===== src/design/ttcd_pkg.sv =====
// Shared types and constants of the track table.
package ttcd_pkg;

  localparam int unsigned MaxTargetsDef = 8;

  typedef enum logic [1:0] {
    CMD_OBSERVE = 2'd0,
    CMD_EOF     = 2'd1,
    CMD_CLEAR   = 2'd2,
    CMD_NONE    = 2'd3
  } cmd_e;

  typedef enum logic [2:0] {
    KIND_UPDATE  = 3'd0,
    KIND_ENTER   = 3'd1,
    KIND_DROPPED = 3'd2,
    KIND_EXIT    = 3'd3,
    KIND_NUMBER  = 3'd4,
    KIND_SUMMARY = 3'd5,
    KIND_CLEARED = 3'd6
  } kind_e;

  typedef enum logic [2:0] {
    ST_IDLE,
    ST_OBS,
    ST_MISS,
    ST_RANK,
    ST_SUM,
    ST_CLEAR
  } state_e;

  localparam logic [1:0] ZoneLeft   = 2'd0;
  localparam logic [1:0] ZoneCenter = 2'd1;
  localparam logic [1:0] ZoneRight  = 2'd2;

  localparam logic [7:0] RegConfirm = 8'd0;
  localparam logic [7:0] RegLost    = 8'd4;
  localparam logic [7:0] RegLeft    = 8'd8;
  localparam logic [7:0] RegRight   = 8'd12;

  // Command as queued between front and back.
  typedef struct packed {
    cmd_e        cmd;
    logic [31:0] id;
    logic [15:0] x;
    logic [1:0]  zone;
  } cmd_t;

  // One result item.
  typedef struct packed {
    logic        last;
    logic [31:0] primary_id;
    logic        primary_valid;
    logic [3:0]  active_count;
    logic [3:0]  rank;
    logic [1:0]  zone;
    logic [31:0] target_id;
    kind_e       kind;
  } res_t;

  // Signed compare-and-tie ordering: (x, id) strictly below (bx, bid).
  function automatic logic before_xy(logic signed [15:0] x, logic [31:0] id,
                                     logic signed [15:0] bx, logic [31:0] bid);
    before_xy = (x < bx) || ((x == bx) && (id < bid));
  endfunction

endpackage


===== src/design/ttcd_front.sv =====
// Front: accept commands, drop unused codes, classify the zone, queue the item.
module ttcd_front
  import ttcd_pkg::*;
(
  input  logic              clk_i,
  input  logic              rst_ni,
  input  logic              s_valid_i,
  output logic              s_ready_o,
  input  logic [1:0]        s_cmd_i,
  input  logic [31:0]       s_id_i,
  input  logic [15:0]       s_x_i,
  input  logic signed [15:0] left_i,
  input  logic signed [15:0] right_i,
  output logic              q_valid_o,
  input  logic              q_ready_i,
  output cmd_t              q_data_o
);

  // Two-entry queue.
  cmd_t       mem_q [2];
  logic       wp_q, rp_q;
  logic [1:0] cnt_q;
  logic       push, pop;
  cmd_t       item;
  logic signed [15:0] xs;

  assign xs = $signed(s_x_i);
  always_comb begin
    item.cmd = cmd_e'(s_cmd_i);
    item.id  = s_id_i;
    item.x   = s_x_i;
    if (xs < left_i)       item.zone = ZoneLeft;
    else if (xs > right_i) item.zone = ZoneRight;
    else                   item.zone = ZoneCenter;
  end

  assign s_ready_o = (cnt_q != 2'd2);
  assign push      = s_valid_i && s_ready_o && (cmd_e'(s_cmd_i) != CMD_NONE);
  assign q_valid_o = (cnt_q != 2'd0);
  assign pop       = q_valid_o && q_ready_i;
  assign q_data_o  = mem_q[rp_q];

  always_ff @(posedge clk_i) begin
    if (push) mem_q[wp_q] <= item;
  end

  always_ff @(posedge clk_i or negedge rst_ni) begin
    if (!rst_ni) begin
      wp_q <= 1'b0;
      rp_q <= 1'b0;
      cnt_q <= 2'd0;
    end else begin
      if (push) wp_q <= ~wp_q;
      if (pop)  rp_q <= ~rp_q;
      cnt_q <= cnt_q + {1'b0, push} - {1'b0, pop};
    end
  end

  assert property (@(posedge clk_i) disable iff (!rst_ni) cnt_q != 2'd3)
    else $error("queue count out of range");
  assert property (@(posedge clk_i) disable iff (!rst_ni)
    (cnt_q == 2'd2) |-> !s_ready_o) else $error("full queue accepts");
  assert property (@(posedge clk_i) disable iff (!rst_ni)
    (q_valid_o && !q_ready_i) |=> q_valid_o) else $error("queued item lost");

endmodule


===== src/design/ttcd_back.sv =====
// Back: table state, observation update and end-of-frame sequencer.
module ttcd_back
  import ttcd_pkg::*;
#(
  parameter int unsigned MaxTargets = MaxTargetsDef
) (
  input  logic              clk_i,
  input  logic              rst_ni,
  input  logic              q_valid_i,
  output logic              q_ready_o,
  input  cmd_t              q_data_i,
  input  logic [15:0]       confirm_i,
  input  logic [15:0]       lost_i,
  output logic              m_valid_o,
  input  logic              m_ready_i,
  output res_t              m_data_o
);

  localparam int unsigned IW = (MaxTargets > 1) ? $clog2(MaxTargets) : 1;
  localparam int unsigned CW = $clog2(MaxTargets + 1);

  logic [MaxTargets-1:0] valid_q, seen_q, conf_q, ranked_q;
  logic [31:0] id_q   [MaxTargets];
  logic [15:0] x_q    [MaxTargets];
  logic [1:0]  zone_q [MaxTargets];
  logic [15:0] scnt_q [MaxTargets];
  logic [15:0] mcnt_q [MaxTargets];

  state_e state_q, state_d;
  cmd_t   cur_q;
  logic [IW-1:0] idx_q;
  logic [CW-1:0] rank_q, act_q;
  logic   pv_q;
  logic [31:0] pid_q;
  logic [15:0] best_q;
  logic   out_v_q;
  res_t   out_q;
  res_t   res_d;
  logic   out_set;

  // Output register free or draining this cycle.
  logic   oslot;
  assign oslot = !out_v_q || m_ready_i;
  assign m_valid_o = out_v_q;
  assign m_data_o  = out_q;

  // Match and free slot search for observation.
  logic hit, fre;
  logic [IW-1:0] hit_i, fre_i;
  always_comb begin
    hit = 1'b0; fre = 1'b0; hit_i = '0; fre_i = '0;
    for (int i = MaxTargets - 1; i >= 0; i--) begin
      if (valid_q[i] && id_q[i] == cur_q.id) begin hit = 1'b1; hit_i = IW'(i); end
      if (!valid_q[i]) begin fre = 1'b1; fre_i = IW'(i); end
    end
  end

  // Minimum search over the active unranked entries.
  logic pick;
  logic [IW-1:0] pick_i;
  logic [MaxTargets-1:0] act;
  always_comb begin
    pick = 1'b0; pick_i = '0;
    act = valid_q & conf_q & seen_q;
    for (int i = 0; i < MaxTargets; i++) begin
      if (act[i] && !ranked_q[i] && (!pick ||
          before_xy($signed(x_q[i]), id_q[i], $signed(x_q[pick_i]), id_q[pick_i]))) begin
        pick = 1'b1; pick_i = IW'(i);
      end
    end
  end

  logic [15:0] sc_inc, mc_inc, ax;
  logic        last_idx, enter, better, drop_now;
  assign sc_inc = (scnt_q[hit_i] == 16'hFFFF) ? 16'hFFFF : scnt_q[hit_i] + 16'd1;
  assign mc_inc = (mcnt_q[idx_q] == 16'hFFFF) ? 16'hFFFF : mcnt_q[idx_q] + 16'd1;
  assign last_idx = (idx_q == IW'(MaxTargets - 1));
  assign ax = x_q[pick_i][15] ? (16'd0 - x_q[pick_i]) : x_q[pick_i];
  assign enter = hit && !conf_q[hit_i] && (sc_inc >= confirm_i);
  assign better = !pv_q || (ax < best_q) || ((ax == best_q) && (id_q[pick_i] < pid_q));
  assign drop_now = valid_q[idx_q] && !seen_q[idx_q] && (mc_inc >= lost_i);

  // Next state.
  always_comb begin
    state_d = state_q;
    case (state_q)
      ST_IDLE: if (q_valid_i) begin
        case (q_data_i.cmd)
          CMD_OBSERVE: state_d = ST_OBS;
          CMD_EOF:     state_d = ST_MISS;
          CMD_CLEAR:   state_d = ST_CLEAR;
          default:     state_d = ST_IDLE;
        endcase
      end
      ST_OBS, ST_CLEAR, ST_SUM: if (oslot) state_d = ST_IDLE;
      ST_MISS: if (oslot && last_idx) state_d = ST_RANK;
      ST_RANK: if (oslot && !pick) state_d = ST_SUM;
      default: state_d = ST_IDLE;
    endcase
  end

  // Result to load and whether one is loaded this cycle.
  always_comb begin
    res_d = '0;
    out_set = 1'b0;
    case (state_q)
      ST_OBS: begin
        out_set = oslot;
        res_d.kind = (fre || hit) ? KIND_UPDATE : KIND_DROPPED;
        if (enter) res_d.kind = KIND_ENTER;
        res_d.target_id = cur_q.id;
        res_d.zone = cur_q.zone;
        res_d.last = 1'b1;
      end
      ST_MISS: begin
        out_set = oslot && drop_now && conf_q[idx_q];
        res_d.kind = KIND_EXIT;
        res_d.target_id = id_q[idx_q];
        res_d.zone = zone_q[idx_q];
      end
      ST_RANK: begin
        out_set = oslot && pick;
        res_d.kind = KIND_NUMBER;
        res_d.target_id = id_q[pick_i];
        res_d.zone = zone_q[pick_i];
        res_d.rank = 4'(rank_q + CW'(1));
      end
      ST_SUM: begin
        out_set = oslot;
        res_d.kind = KIND_SUMMARY;
        res_d.active_count = 4'(act_q);
        res_d.primary_valid = pv_q;
        res_d.primary_id = pv_q ? pid_q : 32'd0;
        res_d.last = 1'b1;
      end
      ST_CLEAR: begin
        out_set = oslot;
        res_d.kind = KIND_CLEARED;
        res_d.last = 1'b1;
      end
      default: ;
    endcase
  end

  assign q_ready_o = (state_q == ST_IDLE);

  always_ff @(posedge clk_i or negedge rst_ni) begin
    if (!rst_ni) begin
      state_q <= ST_IDLE;
      valid_q <= '0; seen_q <= '0; conf_q <= '0; ranked_q <= '0;
      out_v_q <= 1'b0;
      idx_q <= '0; rank_q <= '0; act_q <= '0; pv_q <= 1'b0;
    end else begin
      state_q <= state_d;
      out_v_q <= out_set || (out_v_q && !m_ready_i);
      case (state_q)
        ST_IDLE: begin
          idx_q <= '0; rank_q <= '0; act_q <= '0; pv_q <= 1'b0; ranked_q <= '0;
        end
        ST_OBS: if (oslot) begin
          if (hit) begin
            seen_q[hit_i] <= 1'b1;
            if (enter) conf_q[hit_i] <= 1'b1;
          end else if (fre) begin
            valid_q[fre_i] <= 1'b1;
            seen_q[fre_i]  <= 1'b1;
            conf_q[fre_i]  <= 1'b0;
          end
        end
        ST_MISS: if (oslot) begin
          idx_q <= idx_q + IW'(1);
          if (drop_now) begin
            valid_q[idx_q] <= 1'b0;
            conf_q[idx_q]  <= 1'b0;
          end
        end
        ST_RANK: if (oslot && pick) begin
          ranked_q[pick_i] <= 1'b1;
          rank_q <= rank_q + CW'(1);
          act_q  <= act_q + CW'(1);
          if (better) pv_q <= 1'b1;
        end
        ST_SUM: if (oslot) begin
          seen_q <= '0;
        end
        ST_CLEAR: if (oslot) begin
          valid_q <= '0; seen_q <= '0; conf_q <= '0;
        end
        default: ;
      endcase
    end
  end

  // Payload registers.
  always_ff @(posedge clk_i) begin
    if (state_q == ST_IDLE && q_valid_i) cur_q <= q_data_i;
    if (out_set) out_q <= res_d;
    case (state_q)
      ST_OBS: if (oslot) begin
        if (hit) begin
          scnt_q[hit_i] <= sc_inc;
          mcnt_q[hit_i] <= '0;
          x_q[hit_i]    <= cur_q.x;
          zone_q[hit_i] <= cur_q.zone;
        end else if (fre) begin
          id_q[fre_i]   <= cur_q.id;
          x_q[fre_i]    <= cur_q.x;
          zone_q[fre_i] <= cur_q.zone;
          scnt_q[fre_i] <= 16'd1;
          mcnt_q[fre_i] <= '0;
        end
      end
      ST_MISS: if (oslot && valid_q[idx_q] && !seen_q[idx_q]) begin
        mcnt_q[idx_q] <= mc_inc;
      end
      ST_RANK: if (oslot && pick && better) begin
        best_q <= ax;
        pid_q  <= id_q[pick_i];
      end
      default: ;
    endcase
  end

  assert property (@(posedge clk_i) disable iff (!rst_ni)
    (conf_q & ~valid_q) == '0) else $error("confirmed slot not valid");
  assert property (@(posedge clk_i) disable iff (!rst_ni)
    (seen_q & ~valid_q) == '0) else $error("seen slot not valid");
  assert property (@(posedge clk_i) disable iff (!rst_ni)
    (m_valid_o && !m_ready_i) |=> $stable(m_data_o)) else $error("result changed");

endmodule


===== src/design/track_table_confirm_drop.sv =====
// Top level of the track confirmation and deletion table.
//  channel  dir  handshake        payload
//  s_axis   in   tvalid/tready    tdata cmd, body_id, pelvis_x
//  m_axis   out  tvalid/tready    tdata kind..primary_id, tlast last
//  apb      in   psel/penable     four 16-bit registers
// Observation: the sequencer takes the item from the queue, then executes it and loads the
// result register; a clear passes through the same take and execute steps. End of frame:
// take, a miss pass over every slot (MaxTargets), a rank pass that numbers each active
// entry until none is left, then the summary. Reset clears all valid, seen and confirmed
// bits at once. A stalled result output holds the sequencer; the front queue holds two.
module track_table_confirm_drop
  import ttcd_pkg::*;
#(
  parameter int unsigned MaxTargets = MaxTargetsDef
) (
  input  logic         clk_i,
  input  logic         rst_ni,
  input  logic         s_axis_tvalid_i,
  output logic         s_axis_tready_o,
  input  logic [55:0]  s_axis_tdata_i, // cmd[1:0], body_id[33:2], pelvis_x[49:34]
  output logic         m_axis_tvalid_o,
  input  logic         m_axis_tready_i,
  // kind[2:0], target_id[34:3], zone[36:35], rank[40:37], active_count[44:41],
  // primary_valid[45], primary_id[77:46]
  output logic [79:0]  m_axis_tdata_o,
  output logic         m_axis_tlast_o,
  input  logic         psel,
  input  logic         penable,
  input  logic         pwrite,
  input  logic [3:0]   paddr,
  input  logic [31:0]  pwdata,
  output logic [31:0]  prdata,
  output logic         pready
);

  logic [15:0] confirm_q, lost_q, left_q, right_q;
  logic        q_valid, q_ready;
  cmd_t        q_data;
  res_t        res;

  assign pready = 1'b1;
  always_ff @(posedge clk_i or negedge rst_ni) begin
    if (!rst_ni) begin
      confirm_q <= 16'd30;
      lost_q    <= 16'd30;
      left_q    <= 16'hFE0C;
      right_q   <= 16'd500;
    end else if (psel && penable && pwrite) begin
      case ({4'd0, paddr})
        RegConfirm: confirm_q <= pwdata[15:0];
        RegLost:    lost_q    <= pwdata[15:0];
        RegLeft:    left_q    <= pwdata[15:0];
        RegRight:   right_q   <= pwdata[15:0];
        default: ;
      endcase
    end
  end

  always_comb begin
    case ({4'd0, paddr})
      RegConfirm: prdata = {16'd0, confirm_q};
      RegLost:    prdata = {16'd0, lost_q};
      RegLeft:    prdata = {{16{left_q[15]}}, left_q};
      RegRight:   prdata = {{16{right_q[15]}}, right_q};
      default:    prdata = '0;
    endcase
  end

  ttcd_front u_front (
    .clk_i, .rst_ni,
    .s_valid_i(s_axis_tvalid_i), .s_ready_o(s_axis_tready_o),
    .s_cmd_i(s_axis_tdata_i[1:0]), .s_id_i(s_axis_tdata_i[33:2]),
    .s_x_i(s_axis_tdata_i[49:34]),
    .left_i($signed(left_q)), .right_i($signed(right_q)),
    .q_valid_o(q_valid), .q_ready_i(q_ready), .q_data_o(q_data)
  );

  ttcd_back #(.MaxTargets(MaxTargets)) u_back (
    .clk_i, .rst_ni,
    .q_valid_i(q_valid), .q_ready_o(q_ready), .q_data_i(q_data),
    .confirm_i(confirm_q), .lost_i(lost_q),
    .m_valid_o(m_axis_tvalid_o), .m_ready_i(m_axis_tready_i), .m_data_o(res)
  );

  assign m_axis_tdata_o = {2'b00, res.primary_id, res.primary_valid, res.active_count,
                           res.rank, res.zone, res.target_id, res.kind};
  assign m_axis_tlast_o = res.last;

endmodule

===== config.mk =====
export PLATFORM = sky130hd
export DESIGN_NAME = track_table_confirm_drop
export DESIGN_NICKNAME = d
export VERILOG_FILES = /design/src/design/ttcd_pkg.sv /design/src/design/ttcd_front.sv /design/src/design/ttcd_back.sv /design/src/design/track_table_confirm_drop.sv
export SDC_FILE = /design/constraint.sdc
export NUM_CORES = 2
export LEC_CHECK = 0
export BUFFER_PORTS_ARGS = -buffer_cell sky130_fd_sc_hd__buf_4
export CORE_ASPECT_RATIO = 0.75
export CORE_UTILIZATION = 40
export CTS_BUF_LIST = sky130_fd_sc_hd__clkbuf_8
export CTS_CLUSTER_DIAMETER = 120
export DETAILED_ROUTE_END_ITERATION = 10
export PLACE_DENSITY = 0.64
export REMOVE_ABC_BUFFERS = 1
export SYNTH_ARGS = -nofsm -noshare
export SYNTH_HDL_FRONTEND = slang
export SYNTH_SLANG_ARGS = --single-unit

===== constraint.sdc =====
create_clock -name clk_i -period 63.4 [get_ports clk_i]
set_input_delay 9.51 -clock clk_i [delete_from_list [all_inputs] [get_ports clk_i]]
set_output_delay 9.51 -clock clk_i [all_outputs]
set_load 0.03 [all_outputs]

Word-level counts from Yosys, hierarchy flattened:

Memory sizes are Yosys's and may differ from the RTL's.
Cells that the tools add are included.

* logic and storage cells: 392
* register bits after elaboration: 293
* bits of input ports: 99
* memories: 6
* output and inout port bits: 116
* memory bits (writable): 760

* reductions and logical operators: 121
* magnitude comparators: 28
* bitwise gates (word level): 14
* mux-type cells: 139
* equal/unequal tests: 46
* add/sub/neg operators: 8

Memory list
* u_back.id_q: depth 8, width 32, read ports 16, clocked after Yosys merged registers in 0, wr ports 1, line ttcd_back.sv:23 `logic [31:0] id_q [MaxTargets];`
* u_back.mcnt_q: depth 8, width 16, read ports 1, clocked after Yosys merged registers in 0, wr ports 1, line ttcd_back.sv:27 `logic [15:0] mcnt_q [MaxTargets];`
* u_back.scnt_q: depth 8, width 16, read ports 1, clocked after Yosys merged registers in 0, wr ports 1, line ttcd_back.sv:26 `logic [15:0] scnt_q [MaxTargets];`
* u_back.x_q: depth 8, width 16, read ports 15, clocked after Yosys merged registers in 0, wr ports 1, line ttcd_back.sv:24 `logic [15:0] x_q [MaxTargets];`
* u_front.mem_q: depth 2, width 52, read ports 1, clocked after Yosys merged registers in 0, wr ports 1, line ttcd_front.sv:20 `cmd_t mem_q [2];`
* u_back.zone_q: depth 8, width 2, read ports 2, clocked after Yosys merged registers in 0, wr ports 1, line ttcd_back.sv:25 `logic [1:0] zone_q [MaxTargets];`

Operator list (count)
* 32-bit == test: 8
* 32-bit < comparator: 8
* 16-bit < comparator: 9
* 16-bit == test: 8
* 8-bit 2-to-1 mux: 16
* 32-bit case mux with 4 select lines: 1
* 16-bit 2-to-1 mux: 7
* 34-bit case mux with 3 select lines: 1
* 3-bit 2-to-1 mux: 31
* 16-bit OR reduction: 4
* 1-bit 2-to-1 mux: 55
* 1-bit logical AND: 53
* 8-bit case mux with 3 select lines: 2
* 8-bit bitwise AND: 5
* 8-bit OR: 5
* 16-bit by 1-bit adder with 16-bit output (second input constant): 2
* 16-bit == test (second input constant): 2
* 16-bit >= comparator: 2
* 8-bit case mux with 2 select lines: 2
* 2-bit by 1-bit inequality test with 1-bit output (second input constant): 12
* 1-bit logical NOT: 21
* 1-bit logical OR: 19
* 16-bit greater-than comparator: 1
* 3-bit by 4-bit < comparator with 1-bit output (second input constant): 4
* other kinds (40): 78

Logic depth before layout (Yosys ltp):

An unclocked memory read counts as a cell.

* depth in word-level cells: 59
* mapped depth: 142
* depth with buffers taken out: 119

By module:

Synthesis repeated with hierarchy kept, for this count alone.

* cell total of the unflattened synthesis: 5561
* area total of the unflattened synthesis: 61965.7 µm²

By module, submodules not included
* ttcd_back: seq. area each 26215.1 µm², times used 1, cells each 5045, area each 54080.6 µm²
* ttcd_front: seq. area each 3223.1 µm², times used 1, cells each 296, area each 4792.1 µm²
* track_table_confirm_drop: seq. area each 1630.3 µm², times used 1, cells each 220, area each 3093.0 µm²

Least setup slack after synthesis:

No wires, ideal clock.

* path type: register -> register
* start: memory u_back.x_q[1][14]
* end: register u_back.best_q[0], enable pin
* clock period less this slack: 28.635 ns
* stages on the path, launching flop included: 133
* path slack: 34.765 ns
* arrival time: 28.164 ns
* required time: 62.928 ns
* cell sequence: edfxtp_1 > ha_1 > nand4_1 > or4_1 > a21oi_1 > nor2_1 > mux2i_1 > o21ai_1 > clkbuf_1 > clkbuf_1 > buf_1 > mux2i_1 > ha_1 > nand4_1 > nor4_1 > nand2_1 > o31ai_1 > o22a_1 > (+97 left out) > a21oi_1 > ha_1 > o211ai_1 > o41ai_2 > xor2_1 > ha_1 > nor2b_1 > o21ai_0 > nand2b_1 > a21oi_1 > nor2b_1 > o21ai_0 > nand2b_1 > a21oi_1 > nand2_1 > nand2_1 > o21ai_0 > a21oi_1

RTL lines
* start, declared: line ttcd_back.sv:24
* end signal, assigned: line ttcd_back.sv:217 `best_q <= ax;`
* end, declared: line ttcd_back.sv:35 `logic [15:0] best_q;`

==> results.py <==
metrics = {
    "outcome": {
        "status": "finished, final reports clean",
    },
    "power_and_ir_drop": {
        "ir_worst_vdd_v": 0.0000299,
        "cellPowerDensity_mw_per_mm2": 53.1,
        "p_leak_nw": 28.1,
        "comb_power_share_pct": 54.9,
        "switching_share_pct": 48.6,
        "p_int_mw": 1.93,
        "clkPwrFrac_pct": 16.2,
        "power.share.sequential_pct": 28.9,
        "p_switching_mw": 1.83,
    },
    "synthesis": {
        "async_flop_share_pct": 11.0,
        "synth_cells": 5916,
        "synth_top_area_share_pct": 44.4,
        "synth_seq_cells": 1053,
        "synth-edff-count": 937,
        "synth.avg_cell_area_um2": 10.7,
        "synth_top_area_cell": "edfxtp_1",
        "ys_types": 107,
        "yosys_most_used_dff": "edfxtp_1",
        "yosys_warnings": 0,
        "yosysSeqAreaShare_pct": 49.0,
        "yosysMostFrequentCell": "edfxtp_1",
        "synthTopCellsByCount": "edfxtp_1, nand2_1, ha_1, nor2_1, a21oi_1",
        "synthTopCellsByArea": "edfxtp_1, ha_1, mux2i_1",
        "syn_area_mm2": 0.0634,
    },
    "grt": {
        "grt_max_degree": 73,
        "use_met1_pct": 45.9,
        "grt_pass1_vias": 49600,
        "overflow": 0,
        "track_usage_pct": 33.0,
        "gr-max-usage-layer": "met1",
        "grt_pass1_wl_mm": 376,
        "antenna_found_initial": 11,
        "met2_usage_pct": 45.7,
        "grtUsageMet3_pct": 11.9,
    },
    "drt": {
        "drt_first_pass_iters": 7,
        "ant_nets": 0,
        "drt_wl_total_mm": 271,
        "num_vias": 53700,
        "viasPerCell": 6.44,
        "dr.first_iter.drc_count": 8705,
        "wl_per_cell_um": 32.5,
        "route.detailed.drc": 0,
    },
    "clock_network": {
        "ctsResizeCount": 0,
        "path_clk_slew_ns": 0.06,
        "tritoncts": "built",
        "root_buffer": "clkbuf_8",
        "post_cts_buffers": 0,
        "insertion_delay_ns": 0.97,
        "postCtsHoldBufs": 0,
        "max-clock-path-buffers": 3,
        "cts_sinks": 1053,
        "cts_made_buffers": 170,
        "cts_max_level": 4,
    },
    "sta": {
        "fmax_mhz": 24.8,
        "layout_setup_ws_ns": 23.11,
        "slew_headroom_pct": 8.72,
        "finClkSkew_ns": 0.0539,
        "rsz0062_at_grt": "false",
        "period_share_pct": 63.5,
        "tns_ns": 0,
        "setup_viol": 0,
        "layout_min_cycle_time_ns": 40.29,
        "worstMarginPinSlew_ns": 1.36,
        "slew_violations": 0,
        "hold_viol_final": 0,
    },
    "die": {
        "pin_count": 215,
        "die_h_um": 347,
        "die_w_um": 462,
        "initial_utilization_pct": 40.3,
        "die_area_mm2": 0.160,
        "core_mm2": 0.157,
        "row_count": 126,
    },
    "critical_path": {
        "cp-start-kind": "register",
        "critPathMaxStageDelay_ns": 1.27,
        "endpoint_kind": "register",
        "slowest_stage": "nor4_2",
        "crit_required_ns": 63.99,
        "arrival_ns": 40.87,
        "path_max_fanout": 50,
        "crit_path_frequent_cell": "buf_4",
        "rrSetupSlack_ns": 23.11,
        "worstSetupPathType": "reg2reg",
    },
    "cells_and_area": {
        "stdcell_count": 8338,
        "syn_to_final_growth_pct": 11.9,
        "drive_gt1_share_pct": 12.9,
        "fin_nets": 6629,
    },
    "min_path": {
        "hp-class": "reg2reg",
    },
    "placement": {
        "place_inst": 8021,
        "dp_slack_ns": 26.08,
        "io_buffer_count": 189,
        "gp_congestion": 1.12,
        "dpl.hpwl_mm": 192,
    },
    "flow_run": {
        "drv_cap": 0,
    },
}
==> cell usage in the layout, fill, tap and decap left out, types with 19 or more instances in the layout <==
cell type	synthesis	layout
edfxtp_1	937	937
nand2_1	595	592
ha_1	448	448
buf_4	24	345
a21oi_1	334	333
nor2_1	356	331
o21ai_0	318	316
inv_1	261	313
mux2i_1	234	234
xor2_1	219	219
a22oi_1	188	188
clkbuf_8	0	184
nand4_1	115	115
a21o_1	107	105
mux2_2	104	104
nand3_1	95	95
dfrtp_1	93	92
a31oi_1	92	91
xnor2_1	76	76
nor3_1	79	72
nor4_1	67	63
a211oi_1	62	60
o21a_1	56	56
a221oi_1	57	55
o211ai_1	53	53
nand2b_1	52	52
nor2b_1	49	49
and2_1	46	43
clkinv_1	0	34
o221ai_1	33	33
and3_1	35	33
o22ai_1	33	33
a22o_1	31	31
a221o_1	30	30
or3_1	24	23
dfstp_2	23	23
nor2_4	1	21
o31ai_1	20	19
==> stage by stage <==
step	util [%]	hold slack [ns]	instance area [um2]	total power [mW]
6_report	45.1	0.498	70900	3.76
5_1_grt	45.1	0.525	70900	3.91
4_1_cts	45.0	0.496	70900	3.67
3_5_place_dp	42.9	0.480	67500	3.06
3_3_place_gp	42.9	0.472	67500	3.03
2_1_floorplan	-	0.454	61900	2.26
==> layout make-up <==
| cell class | count | area (um2) |
|---|---|---|
| antenna | 4 | 10.0 |
| clock buffer | 184 | 2530 |
| clock inverter | 128 | 858 |
| fill | 14700 | 86400 |
| inverter | 261 | 980 |
| multi-input combinational | 4250 | 30200 |
| sequential | 1053 | 31100 |
| tap | 2112 | 2640 |
| timing repair buffer | 346 | 2590 |
==> power groups by stage <==
stage | clock network (mW) | logic [mW] | registers (mW)
global placement | 0 | 1.94 | 1.09
floorplan | 0 | 1.15 | 1.11
detailed placement | 0 | 1.96 | 1.10
CTS | 0.615 | 1.98 | 1.08
global route | 0.644 | 2.18 | 1.09
finish | 0.610 | 2.07 | 1.09
==> kinds of logic after synthesis <==
group                    after synthesis  synth area share (%)
AO/OA/AOI/OAI                       1568                  16.6
XOR/XNOR                             295                  4.08
adder cells (fa/ha/maj)              448                  8.85
buffers and inverters                614                  3.87
flip-flops                          1053                  49.0
multiplexers                         342                  5.65
other                                  2                0.0119
AND/OR/NAND/NOR                     1594                  11.9
==> state kept, by name, summed over array words and instances, names as in the netlist, 16 cells and up <==
register,count
u_back.pid_q,32
u_back.mcnt_q,128
u_front.mem_q,104
left_q,16
u_back.cur_q,50
confirm_q,16
u_back.zone_q,16
right_q,16
u_back.m_data_o,79
u_back.scnt_q,128
u_back.x_q,128
lost_q,16
u_back.best_q,16
u_back.id_q,256
==> final timing paths <==
kind,startpoint,to,cells after the start
min reg2reg,u_back.ranked_q[0],u_back.ranked_q[0],2
max in group asynchronous,rst_ni,u_front.rp_q,2
min,u_back.ranked_q[0],u_back.ranked_q[0],2
min in group asynchronous,rst_ni,left_q[8],1
max,u_back.id_q[0][1],u_back.pid_q[11],103
max reg2reg,u_back.id_q[0][1],u_back.pid_q[11],103
==> layer usage <==
metal,wire length [um],up-vias
met2,109000,4060
met4,13500,8
li1,-,22700
met1,109000,26100
met5,49,-
met3,39200,772
==> worst max-delay path: cells and delay by family, from the launching register on <==
kind / cells / cell delay [ns]
AO/OA/AOI/OAI: 47 / 17.53
XOR/XNOR: 1 / 0.25
adder cells (fa/ha/maj): 9 / 3.15
buffers and inverters: 14 / 5.74
flip-flops: 1 / 0.48
multiplexers: 5 / 1.05
AND/OR/NAND/NOR: 27 / 11.09
No activity file was read; power rests on OpenSTA's default activity.
